`config.mk`:
```
export PLATFORM = sky130hd
export DESIGN_NAME = parked_retry_deadline_scheduler_top
export DESIGN_NICKNAME = d
export VERILOG_FILES = /design/src/prds_pkg.sv /design/src/prds_cfg.sv /design/src/prds_core.sv /design/src/parked_retry_deadline_scheduler_top.sv
export SDC_FILE = /design/constraint.sdc
export NUM_CORES = 2
export LEC_CHECK = 0
export ABC_CLOCK_PERIOD_IN_PS = 9200
export BUFFER_PORTS_ARGS = -buffer_cell sky130_fd_sc_hd__buf_2
export CAP_MARGIN = 20
export CELL_PAD_IN_SITES_DETAIL_PLACEMENT = 0
export CELL_PAD_IN_SITES_GLOBAL_PLACEMENT = 1
export CORE_ASPECT_RATIO = 2
export CORE_UTILIZATION = 40
export DETAILED_ROUTE_END_ITERATION = 12
export PLACE_DENSITY_LB_ADDON = 0.1
export SLEW_MARGIN = 0
export SYNTH_ARGS = -nofsm -noshare
export SYNTH_HDL_FRONTEND = slang
export SYNTH_SLANG_ARGS = --single-unit
```
`constraint.sdc`:
```
create_clock -name i_clk -period 9.2 [get_ports i_clk]
set_clock_uncertainty 0.05 [all_clocks]
set_input_delay 0.46 -clock i_clk [delete_from_list [all_inputs] [get_ports i_clk]]
set_output_delay 0.46 -clock i_clk [all_outputs]
set_load 0.01 [all_outputs]
```
`src/prds_pkg.sv`:
```
// Shared types, constants and helper functions for the retry-deadline scheduler.
package prds_pkg;

    // Width of every time value, peer address and register.
    localparam int unsigned DATA_W = 32;
    // Number of neighbour slots and the width of a slot index.
    localparam int unsigned SLOTS  = 16;
    localparam int unsigned SLOT_W = 4;
    // Configuration address width: two 32-bit registers at byte addresses 0 and 4.
    localparam int unsigned ADDR_W = 3;

    // Register reset values.
    localparam logic [DATA_W-1:0] SWEEP_INTERVAL_RST = 32'd60000;
    localparam logic [DATA_W-1:0] COOLDOWN_RST       = 32'd30000;

    // Register indexes, taken from paddr[2].
    localparam logic REG_SWEEP_INTERVAL = 1'b0;
    localparam logic REG_COOLDOWN       = 1'b1;

    // Event codes.
    typedef enum logic [2:0] {
        REQ_SWEEP_CHECK  = 3'd0,
        REQ_SWEPT        = 3'd1,
        REQ_SKIPPED      = 3'd2,
        REQ_DEFER_QUERY  = 3'd3,
        REQ_ARM          = 3'd4,
        REQ_BEACON       = 3'd5,
        REQ_FLUSHED      = 3'd6,
        REQ_SLOT_CLEARED = 3'd7
    } t_req_type;

    // One event as held in the input register.
    typedef struct packed {
        t_req_type          req_type;
        logic [DATA_W-1:0]  peer_address;
        logic [SLOT_W-1:0]  slot_index;
        logic               slot_present;
        logic               newly_admitted;
        logic               rows_found;
        logic [DATA_W-1:0]  now_time;
    } t_req;

    // Configuration values handed from the register file to the core.
    typedef struct packed {
        logic [DATA_W-1:0] sweep_interval_ms;
        logic [DATA_W-1:0] cooldown_ms;
    } t_cfg;

    // A computed deadline of zero is stored as one, so it never reads as disarmed.
    function automatic logic [DATA_W-1:0] nudge(input logic [DATA_W-1:0] t);
        nudge = (t != '0) ? t : {{(DATA_W-1){1'b0}}, 1'b1};
    endfunction

    // A deadline has elapsed when the wrapping signed difference is not negative.
    function automatic logic passed(input logic [DATA_W-1:0] now,
                                    input logic [DATA_W-1:0] deadline);
        logic [DATA_W-1:0] diff;
        diff   = now - deadline;
        passed = ~diff[DATA_W-1];
    endfunction

endpackage

```
`src/prds_cfg.sv`:
```
// APB-style configuration register file holding the sweep interval and cooldown.
module prds_cfg (
    input  logic                          i_clk,
    input  logic                          i_rst_n,
    input  logic                          psel,
    input  logic                          penable,
    input  logic                          pwrite,
    input  logic [prds_pkg::ADDR_W-1:0]   paddr,
    input  logic [prds_pkg::DATA_W-1:0]   pwdata,
    output logic [prds_pkg::DATA_W-1:0]   prdata,
    output logic                          pready,
    output prds_pkg::t_cfg                o_cfg
);

    logic [prds_pkg::DATA_W-1:0] r_sweep_interval;
    logic [prds_pkg::DATA_W-1:0] r_cooldown;
    logic                        wr_en;

    // The port never inserts wait states.
    assign pready = 1'b1;
    assign wr_en  = psel & penable & pwrite;

    // Register writes complete on the access cycle.
    always_ff @(posedge i_clk) begin
        if (!i_rst_n) begin
            r_sweep_interval <= prds_pkg::SWEEP_INTERVAL_RST;
            r_cooldown       <= prds_pkg::COOLDOWN_RST;
        end else if (wr_en) begin
            if (paddr[2] == prds_pkg::REG_SWEEP_INTERVAL) begin
                r_sweep_interval <= pwdata;
            end else begin
                r_cooldown <= pwdata;
            end
        end
    end

    // Read data follows the selected register.
    assign prdata = (paddr[2] == prds_pkg::REG_COOLDOWN) ? r_cooldown : r_sweep_interval;

    assign o_cfg.sweep_interval_ms = r_sweep_interval;
    assign o_cfg.cooldown_ms       = r_cooldown;

endmodule

```
`src/prds_core.sv`:
```
// Scheduler state and the single-pass event logic that reads and updates it.
module prds_core (
    input  logic            i_clk,
    input  logic            i_rst_n,
    input  logic            i_fire,
    input  prds_pkg::t_req  i_req,
    input  prds_pkg::t_cfg  i_cfg,
    output logic            o_answer
);

    logic [prds_pkg::DATA_W-1:0] r_next_sweep;
    logic [prds_pkg::DATA_W-1:0] r_held_peer;
    logic [prds_pkg::DATA_W-1:0] r_hold_end;
    logic [prds_pkg::DATA_W-1:0] r_deadline [prds_pkg::SLOTS];

    logic [prds_pkg::DATA_W-1:0] n_next_sweep;
    logic [prds_pkg::DATA_W-1:0] n_held_peer;
    logic [prds_pkg::DATA_W-1:0] n_hold_end;
    logic [prds_pkg::DATA_W-1:0] n_deadline;
    logic                        dl_we;

    logic                        in_range;
    logic                        present;
    logic [prds_pkg::SLOT_W-1:0] idx;
    logic [prds_pkg::DATA_W-1:0] cur_dl;
    logic                        peer_held;
    logic                        answer;

    // Slot decode: an index beyond the table counts as absent.
    assign in_range = ({{(32-prds_pkg::SLOT_W){1'b0}}, i_req.slot_index} < 32'(prds_pkg::SLOTS));
    assign present  = i_req.slot_present & in_range;
    assign idx      = in_range ? i_req.slot_index : '0;
    assign cur_dl   = r_deadline[idx];

    // A beacon comes from the held peer while its cooldown is still running.
    assign peer_held = (i_req.peer_address != '0) && (i_req.peer_address == r_held_peer) &&
                       (r_hold_end != '0) && !prds_pkg::passed(i_req.now_time, r_hold_end);

    // Event decode: next state and the answer for this event.
    always_comb begin
        n_next_sweep = r_next_sweep;
        n_held_peer  = r_held_peer;
        n_hold_end   = r_hold_end;
        n_deadline   = cur_dl;
        dl_we        = 1'b0;
        answer       = 1'b0;
        unique case (i_req.req_type)
            prds_pkg::REQ_SWEEP_CHECK: begin
                if (prds_pkg::passed(i_req.now_time, r_next_sweep)) begin
                    n_next_sweep = prds_pkg::nudge(i_req.now_time + i_cfg.sweep_interval_ms);
                    answer       = 1'b1;
                end
            end
            prds_pkg::REQ_SWEPT: begin
                n_held_peer = i_req.peer_address;
                n_hold_end  = prds_pkg::nudge(i_req.now_time + i_cfg.cooldown_ms);
            end
            prds_pkg::REQ_SKIPPED: begin
                n_held_peer = i_req.peer_address;
                n_hold_end  = '0;
            end
            prds_pkg::REQ_DEFER_QUERY: begin
                answer = present && (cur_dl != '0);
            end
            prds_pkg::REQ_ARM: begin
                if (present) begin
                    n_deadline = prds_pkg::nudge(i_req.now_time);
                    dl_we      = 1'b1;
                    answer     = 1'b1;
                end
            end
            prds_pkg::REQ_BEACON: begin
                if (peer_held) begin
                    // Defer to the hold end, never pulling a deadline earlier.
                    if (present && ((cur_dl == '0) || prds_pkg::passed(r_hold_end, cur_dl))) begin
                        n_deadline = r_hold_end;
                        dl_we      = 1'b1;
                    end
                end else if (i_req.newly_admitted) begin
                    answer = 1'b1;
                end else if (present && (cur_dl != '0)) begin
                    answer = prds_pkg::passed(i_req.now_time, cur_dl);
                end
            end
            prds_pkg::REQ_FLUSHED: begin
                if (present) begin
                    n_deadline = i_req.rows_found ?
                                 prds_pkg::nudge(i_req.now_time + i_cfg.cooldown_ms) : '0;
                    dl_we      = 1'b1;
                end
            end
            prds_pkg::REQ_SLOT_CLEARED: begin
                if (in_range) begin
                    n_deadline = '0;
                    dl_we      = 1'b1;
                end
            end
        endcase
    end

    // Sweep and hold state.
    always_ff @(posedge i_clk) begin
        if (!i_rst_n) begin
            r_next_sweep <= '0;
            r_held_peer  <= '0;
            r_hold_end   <= '0;
        end else if (i_fire) begin
            r_next_sweep <= n_next_sweep;
            r_held_peer  <= n_held_peer;
            r_hold_end   <= n_hold_end;
        end
    end

    // Per-slot retry deadlines, all disarmed after reset.
    always_ff @(posedge i_clk) begin
        if (!i_rst_n) begin
            for (int i = 0; i < int'(prds_pkg::SLOTS); i++) begin
                r_deadline[i] <= '0;
            end
        end else if (i_fire && dl_we) begin
            r_deadline[idx] <= n_deadline;
        end
    end

    assign o_answer = answer;

endmodule

```
`src/parked_retry_deadline_scheduler_top.sv`:
```
// Top level of the parked-message retry-deadline scheduler: handshakes and pipeline registers.
// Each accepted event gives exactly one answer. An event is captured in an input register,
// decoded against the scheduler state in one pass, and its answer lands in an output register
// that offers it on the answer channel. The block takes one event every cycle while the result
// side keeps up; the single state-update stage sets that rate, and a stalled output holds the
// pipeline. Configuration writes over the APB port take effect for events decoded after the
// write completes.
module parked_retry_deadline_scheduler_top (
    input  logic                          i_clk,
    input  logic                          i_rst_n,
    // Event channel
    input  logic                          i_in_valid,
    output logic                          o_in_ready,
    input  logic [2:0]                    i_req_type,
    input  logic [prds_pkg::DATA_W-1:0]   i_peer_address,
    input  logic [prds_pkg::SLOT_W-1:0]   i_slot_index,
    input  logic                          i_slot_present,
    input  logic                          i_newly_admitted,
    input  logic                          i_rows_found,
    input  logic [prds_pkg::DATA_W-1:0]   i_now_time,
    // Answer channel
    output logic                          o_out_valid,
    input  logic                          i_out_ready,
    output logic                          o_answer,
    // Configuration port
    input  logic                          psel,
    input  logic                          penable,
    input  logic                          pwrite,
    input  logic [prds_pkg::ADDR_W-1:0]   paddr,
    input  logic [prds_pkg::DATA_W-1:0]   pwdata,
    output logic [prds_pkg::DATA_W-1:0]   prdata,
    output logic                          pready
);

    prds_pkg::t_cfg cfg;
    prds_pkg::t_req r_req;
    logic           r_in_valid;
    logic           r_out_valid;
    logic           r_answer;
    logic           advance;
    logic           core_answer;

    prds_cfg u_cfg (
        .i_clk   (i_clk),
        .i_rst_n (i_rst_n),
        .psel    (psel),
        .penable (penable),
        .pwrite  (pwrite),
        .paddr   (paddr),
        .pwdata  (pwdata),
        .prdata  (prdata),
        .pready  (pready),
        .o_cfg   (cfg)
    );

    // The held event moves on when the output register is free or being emptied.
    assign advance    = r_in_valid & (~r_out_valid | i_out_ready);
    assign o_in_ready = ~r_in_valid | advance;

    // Input register: control bit.
    always_ff @(posedge i_clk) begin
        if (!i_rst_n) begin
            r_in_valid <= 1'b0;
        end else if (o_in_ready) begin
            r_in_valid <= i_in_valid;
        end
    end

    // Input register: event payload.
    always_ff @(posedge i_clk) begin
        if (i_in_valid && o_in_ready) begin
            r_req.req_type       <= prds_pkg::t_req_type'(i_req_type);
            r_req.peer_address   <= i_peer_address;
            r_req.slot_index     <= i_slot_index;
            r_req.slot_present   <= i_slot_present;
            r_req.newly_admitted <= i_newly_admitted;
            r_req.rows_found     <= i_rows_found;
            r_req.now_time       <= i_now_time;
        end
    end

    prds_core u_core (
        .i_clk    (i_clk),
        .i_rst_n  (i_rst_n),
        .i_fire   (advance),
        .i_req    (r_req),
        .i_cfg    (cfg),
        .o_answer (core_answer)
    );

    // Output register: valid flag.
    always_ff @(posedge i_clk) begin
        if (!i_rst_n) begin
            r_out_valid <= 1'b0;
        end else if (advance) begin
            r_out_valid <= 1'b1;
        end else if (i_out_ready) begin
            r_out_valid <= 1'b0;
        end
    end

    // Output register: answer bit.
    always_ff @(posedge i_clk) begin
        if (advance) begin
            r_answer <= core_answer;
        end
    end

    assign o_out_valid = r_out_valid;
    assign o_answer    = r_answer;

endmodule

```
* After elaboration in Yosys (flattened, before gate mapping)
Memory sizes are Yosys's and may differ from the RTL's. A register that Yosys moved wholly into a read port is not among the register bits.
Cells that the tools add are included.
** Word-level totals
- Register bits after elaboration :: 237
- Latch bits :: 0
- RAM bits :: 512
- ROM bits :: 0
- Memories kept :: 1
** Memories
- u_core.r_deadline :: depth 16, bits a word 32, read ports 1, clocked after Yosys merged registers in 1, wr ports 16, line prds_core.sv:14 : logic [prds_pkg::DATA_W-1:0] r_deadline [prds_pkg::SLOTS];
** Cells by class
- Add/sub/neg operators :: 6
- $mul :: 0
- Divide/modulo/power cells :: 0
- Order comparisons :: 0
- Equal/unequal tests :: 8
- Shift operators :: 0
- Mux-type cells :: 30
- Bitwise logic cells :: 11
- Reduce and logical (&&, ||, !) cells :: 26
** Operators with widths (count)
- two-way mux 32 bit :: 10
- nonzero test 32 bit :: 6
- case mux 32 bit (4 select lines) :: 1
- subtractor 32 bit :: 4
- adder 32 bit :: 2
- case mux 32 bit (2 select lines) :: 1
- == test 32 bit :: 1
- logical NOT 32 bit :: 1
- OR reduction 32 bit :: 1
- two-way mux 1 bit :: 14
- == test 3 bit (second input constant) :: 4
- two-way mux 4 bit :: 2
- AND reduction 2 bit :: 4
- logical AND 1 bit :: 7
- == test 3 x 2 -> 1 bit (second input constant) :: 2
- NOT 1 bit :: 6
- case mux 1 bit (4 select lines) :: 1
- nonzero test 2 bit :: 2
- OR reduction 2 bit :: 2
- bitwise AND 1 bit :: 3
- == test 3 x 1 -> 1 bit (second input constant) :: 1
- logical NOT 3 bit :: 1
- case mux 1 bit (3 select lines) :: 1
- AND reduction 3 bit :: 1
- other kinds (2) :: 3

* Longest topological paths before layout
- Depth in word-level cells :: 13
- Mapped depth :: 23
- Gate-level depth less buffers :: 15

* Hierarchy
Synthesis repeated with hierarchy kept, for this count alone.
** Second synthesis, totals
- Cells, all modules :: 3353
- Area total of the unflattened synthesis :: 38899.8 um^2
** By module, submodules not included
- prds_core :: times used 1, cells each 2977, area an instance 33613.5 um^2, seq. area each 17296.6 um^2
- prds_cfg :: times used 1, cells each 292, area an instance 2930.3 um^2, seq. area each 1281.2 um^2
- parked_retry_deadline_scheduler_top :: times used 1, cells each 84, area an instance 2356.0 um^2, seq. area each 2292.2 um^2

* Worst setup path before layout
No wires, ideal clock.
- Path kind :: reg2reg
- From :: register (tool-made name)
- To :: memory u_core.r_deadline[3][0] (netlist name), enable pin
- Data arrival time :: 5.830 ns
- Slack :: 2.930 ns
- Cell stages (with the launch flop) :: 21
- Period minus slack after synthesis :: 6.270 ns
- Cells stage by stage :: dfxtp_1 -> buf_6 -> buf_6 -> buf_2 -> buf_2 -> mux4_2 -> mux4_2 -> inv_1 -> ha_1 -> a211oi_1 -> nand4_1 -> nand3_1 -> nor4_1 -> or4_1 -> o311ai_4 -> o2111ai_2 -> a211o_1 -> or3_1 -> buf_4 -> buf_6 -> nand2_1
** RTL lines (line)
- end, declared :: prds_core.sv:14

==> flow_summary.yaml <==
status:
  run_status: "completed"
die:
  rows: 163
  start_util: 0.4039
  die_x_um: 225.0
  io_pins: 152
  coreArea_mm2: 0.09851
  die-area_mm2: 0.1008
  die_h_um: 448.0
global_route:
  grt_start_max_net_pins: 79
  antenna_found_initial: 3
  track_usage: 0.2840
  grt_first_pass_wirelength_um: 204900
  gr-total-overflow: 0
  grt_pass1_vias: 30990
layout:
  regArea_mm2: 0.02096
  final_cell_mix: "610 x nor2_1, 587 x edfxtp_1, 313 x nand2_1, 182 x ha_1, 163 x dfxtp_1"
  design_area_mm2: 0.04547
  nFillCells: 9232
  multi_input_area_mm2: 0.01745
  area_growth_pct: 14.30
  final_common_cell: "nor2_1"
  drive_above_1_share: 0.1590
  final_nets: 4035
synth:
  ys_seq_elements: 753
  synth_ff_type: "edfxtp_1"
  netlist_instances: 3520
  synth_simple_gate_area_frac: 0.1448
  synthMuxAreaShare: 0.09451
  synth_compound_area_frac: 0.1198
  synthAdderAreaFrac: 0.05825
  synth_edf_count: 587
  synth-xor-area-share: 0.01871
  synth_top_family_by_area: "simple AND/OR/NAND/NOR gates"
  synth_area_per_cell_um2: 11.30
  synth_seq_area_share: 0.5266
  synth.distinct_cells: 88
  mappedNetlistArea_mm2: 0.03978
  synth_nets: 3820
  async_flop_share: 0
  yosysWarnings: 0
timing:
  layout_setup_ws_ns: 1.496
  setup_tns_ns: 0
  hold_slack_ns: 0.1055
  min_period_over_period: 0.8374
  tightest_slew_ns: 1.284
  finalSetupViolations: 0
  finalCriticalPeriod_ns: 7.704
  finalMaxSlewViolations: 0
  rsz0062_at_grt: "false"
  maxSlewHeadroom: 0.1389
  hold_viol: 0
  max_freq_mhz: 129.8
placed_design:
  pre_cts_ws_ns: 1.524
  hpwlAfterDp_um: 101800
  io_buffer_count: 148
  post_dp_cell_area_mm2: 0.04207
  gp_congestion: 0.9816
route:
  vias: 29740
  vias_per_cell: 5.815
  drtPass1Iterations: 7
  antenna_left: 0
  totalWireLength_um: 142600
  drt-wirelength-per-cell_um: 27.88
  drc_errors: 0
  drt_iter0_drc: 2230
worst_setup_path:
  critPathMaxStageDelay_ns: 1.00
  critical_path.top_delay_family: "simple AND/OR/NAND/NOR gates"
  cp.arrival_ns: 8.03
  cp.required_ns: 9.53
  worst-path-buf-inv: 3
  worstSetupPathType: "flop to flop"
  slowest_stage: "nor4_1"
  end_kind: "flop"
  startpoint_type: "flop"
  worst-path-max-fanout: 33
  crit_chain: "buf_4, mux4_2, a22o_1, a221oi_1, ha_1, nand4_1, nor4_1, nand4_1, a211oi_1, o41ai_1, o311ai_4, o2111ai_2, a211o_1, or3_2, buf_4, nand2_2, buf_12"
job:
  max_cap_viol_count: 0
cts:
  h-tree-depth: 3
  cts_buffers: 73
  cts_tree: "built"
  clock_sinks: 753
  clock_latency_ns: 0.69
  root_buffer: "clkbuf_16"
  cts_max_path_buffers: 3
  clk_pin_slew_ns: 0.06
pwr:
  p_per_area_mw_per_mm2: 178.7
  peakVddDrop_v: 0.0001215
  power.leakage_nw: 16.65
  finalPower_mw: 8.125
min_path:
  holdCritPathClass: "input port to flop"
where the power goes:
part | internal [mW] | leakage, nW | switching [mW]
sequential | 3.77 | 7.36 | 0.0992
clock | 1.62 | 1.11 | 1.39
combinational | 0.452 | 8.18 | 0.787
per-stage QoR:
stage | cells | utilization
after floorplan | 3520 | -
after global placement | 4870 | 0.4269
after detailed placement | 4871 | 0.4271
after CTS | 5110 | 0.4614
after global routing | 5113 | 0.4616
final | 5114 | 0.4616
cell usage after synthesis, types with 7 or more instances:
| cell type | count | area [µm²] |
|---|---|---|
| a211o_1 | 18 | 157.7 |
| a211oi_1 | 36 | 270.3 |
| a21boi_0 | 86 | 645.6 |
| a21o_1 | 46 | 345.3 |
| a21oi_1 | 120 | 600.6 |
| a221o_1 | 11 | 110.1 |
| a221oi_1 | 17 | 148.9 |
| a221oi_2 | 8 | 120.1 |
| a22o_1 | 10 | 87.58 |
| a22oi_1 | 58 | 435.4 |
| a22oi_2 | 7 | 87.58 |
| a31oi_1 | 11 | 68.82 |
| and2_1 | 19 | 118.9 |
| and3_1 | 14 | 87.58 |
| buf_1 | 25 | 93.84 |
| buf_2 | 51 | 255.2 |
| buf_4 | 8 | 60.06 |
| buf_6 | 16 | 180.2 |
| clkbuf_1 | 121 | 454.2 |
| dfxtp_1 | 166 | 3323 |
| edfxtp_1 | 587 | 17630 |
| ha_1 | 182 | 2277 |
| inv_1 | 115 | 431.7 |
| mux2_2 | 37 | 416.7 |
| mux2i_1 | 28 | 280.3 |
| mux4_2 | 136 | 3063 |
| nand2_1 | 330 | 1239 |
| nand2b_1 | 14 | 87.58 |
| nand3_1 | 57 | 285.3 |
| nand4_1 | 45 | 281.5 |
| nor2_1 | 612 | 2297 |
| nor2b_1 | 76 | 475.5 |
| nor3_1 | 26 | 130.1 |
| nor4_1 | 53 | 331.6 |
| o211ai_1 | 24 | 180.2 |
| o21a_1 | 17 | 127.6 |
| o21ai_0 | 91 | 455.4 |
| o21bai_1 | 9 | 67.56 |
| o31ai_1 | 15 | 112.6 |
| o41ai_1 | 7 | 61.31 |
| or3_1 | 16 | 100.1 |
| or4_1 | 10 | 75.07 |
| xnor2_1 | 30 | 262.8 |
| xor2_1 | 55 | 481.7 |
area by class of cell:
type,count,area share
Tap cell,1320,0.03632
Clock buffer,87,0.04227
Timing Repair Buffer,361,0.05850
Antenna cell,2,0.0001101
Clock inverter,45,0.008448
Inverter,116,0.009603
Sequential cell,753,0.4609
Multi-Input combinational cell,2430,0.3838
cell families (layout without fill, tap and decap cells):
group	after synthesis	in the layout
and+or+nand+nor	1302	1302
DFF	753	753
AOI/OAI and AO/OA	657	657
buffers and inverters	337	609
muxes	201	201
adders and majority gates	184	184
xor gates and xnor gates	85	85
other	1	3
registers in the layout (all words and copies together) (netlist names), named ones only:
| register | flops |
|---|---|
| r_in_valid | 1 |
| o_out_valid | 1 |
| u_cfg.r_cooldown | 32 |
| u_core.r_hold_end | 32 |
| o_answer | 1 |
| u_core.r_deadline | 512 |
| u_cfg.r_sweep_interval | 32 |
| u_core.r_next_sweep | 32 |
| r_req | 74 |
| u_core.r_held_peer | 32 |
worst min-delay path, stage by stage:
cell and delay, ns:
buf_2 0.08, nor2b_1 0.06, o21a_1 0.17
per-layer routing:
metal	routed length [µm]	track usage	share of wire	up-vias
met5	0	0	0	-
met4	10330	0.1891	0.072	0
met3	5501	0.03452	0.039	385
met2	79490	0.5533	0.56	987
met1	47280	0.2744	0.33	14930
li1	-	-	-	13440
repair_timing:
item,4_1_cts,5_1_grt
gates resized for setup,0,0
setup endpoints to repair,0,0
hold buffers,107,0
buffers inserted,0,0
endpoints found under the hold margin,143,0
path summary, 6_finish.rpt:
check                                           from                                     to  slack [ns]  depth (start not counted)
setup / recovery                                flop  u_core.r_deadline[6][1]$_SDFFCE_PN0P_        1.50                         17
hold reg to reg   u_core.r_held_peer[1]$_SDFFE_PN0P_     u_core.r_held_peer[1]$_SDFFE_PN0P_        0.42                          2
hold / removal                           i_out_ready               o_out_valid$_SDFFE_PN0P_        0.11                          3
setup reg to reg                                flop  u_core.r_deadline[6][1]$_SDFFCE_PN0P_        1.50                         17
Power figures use the tool's default switching activity.
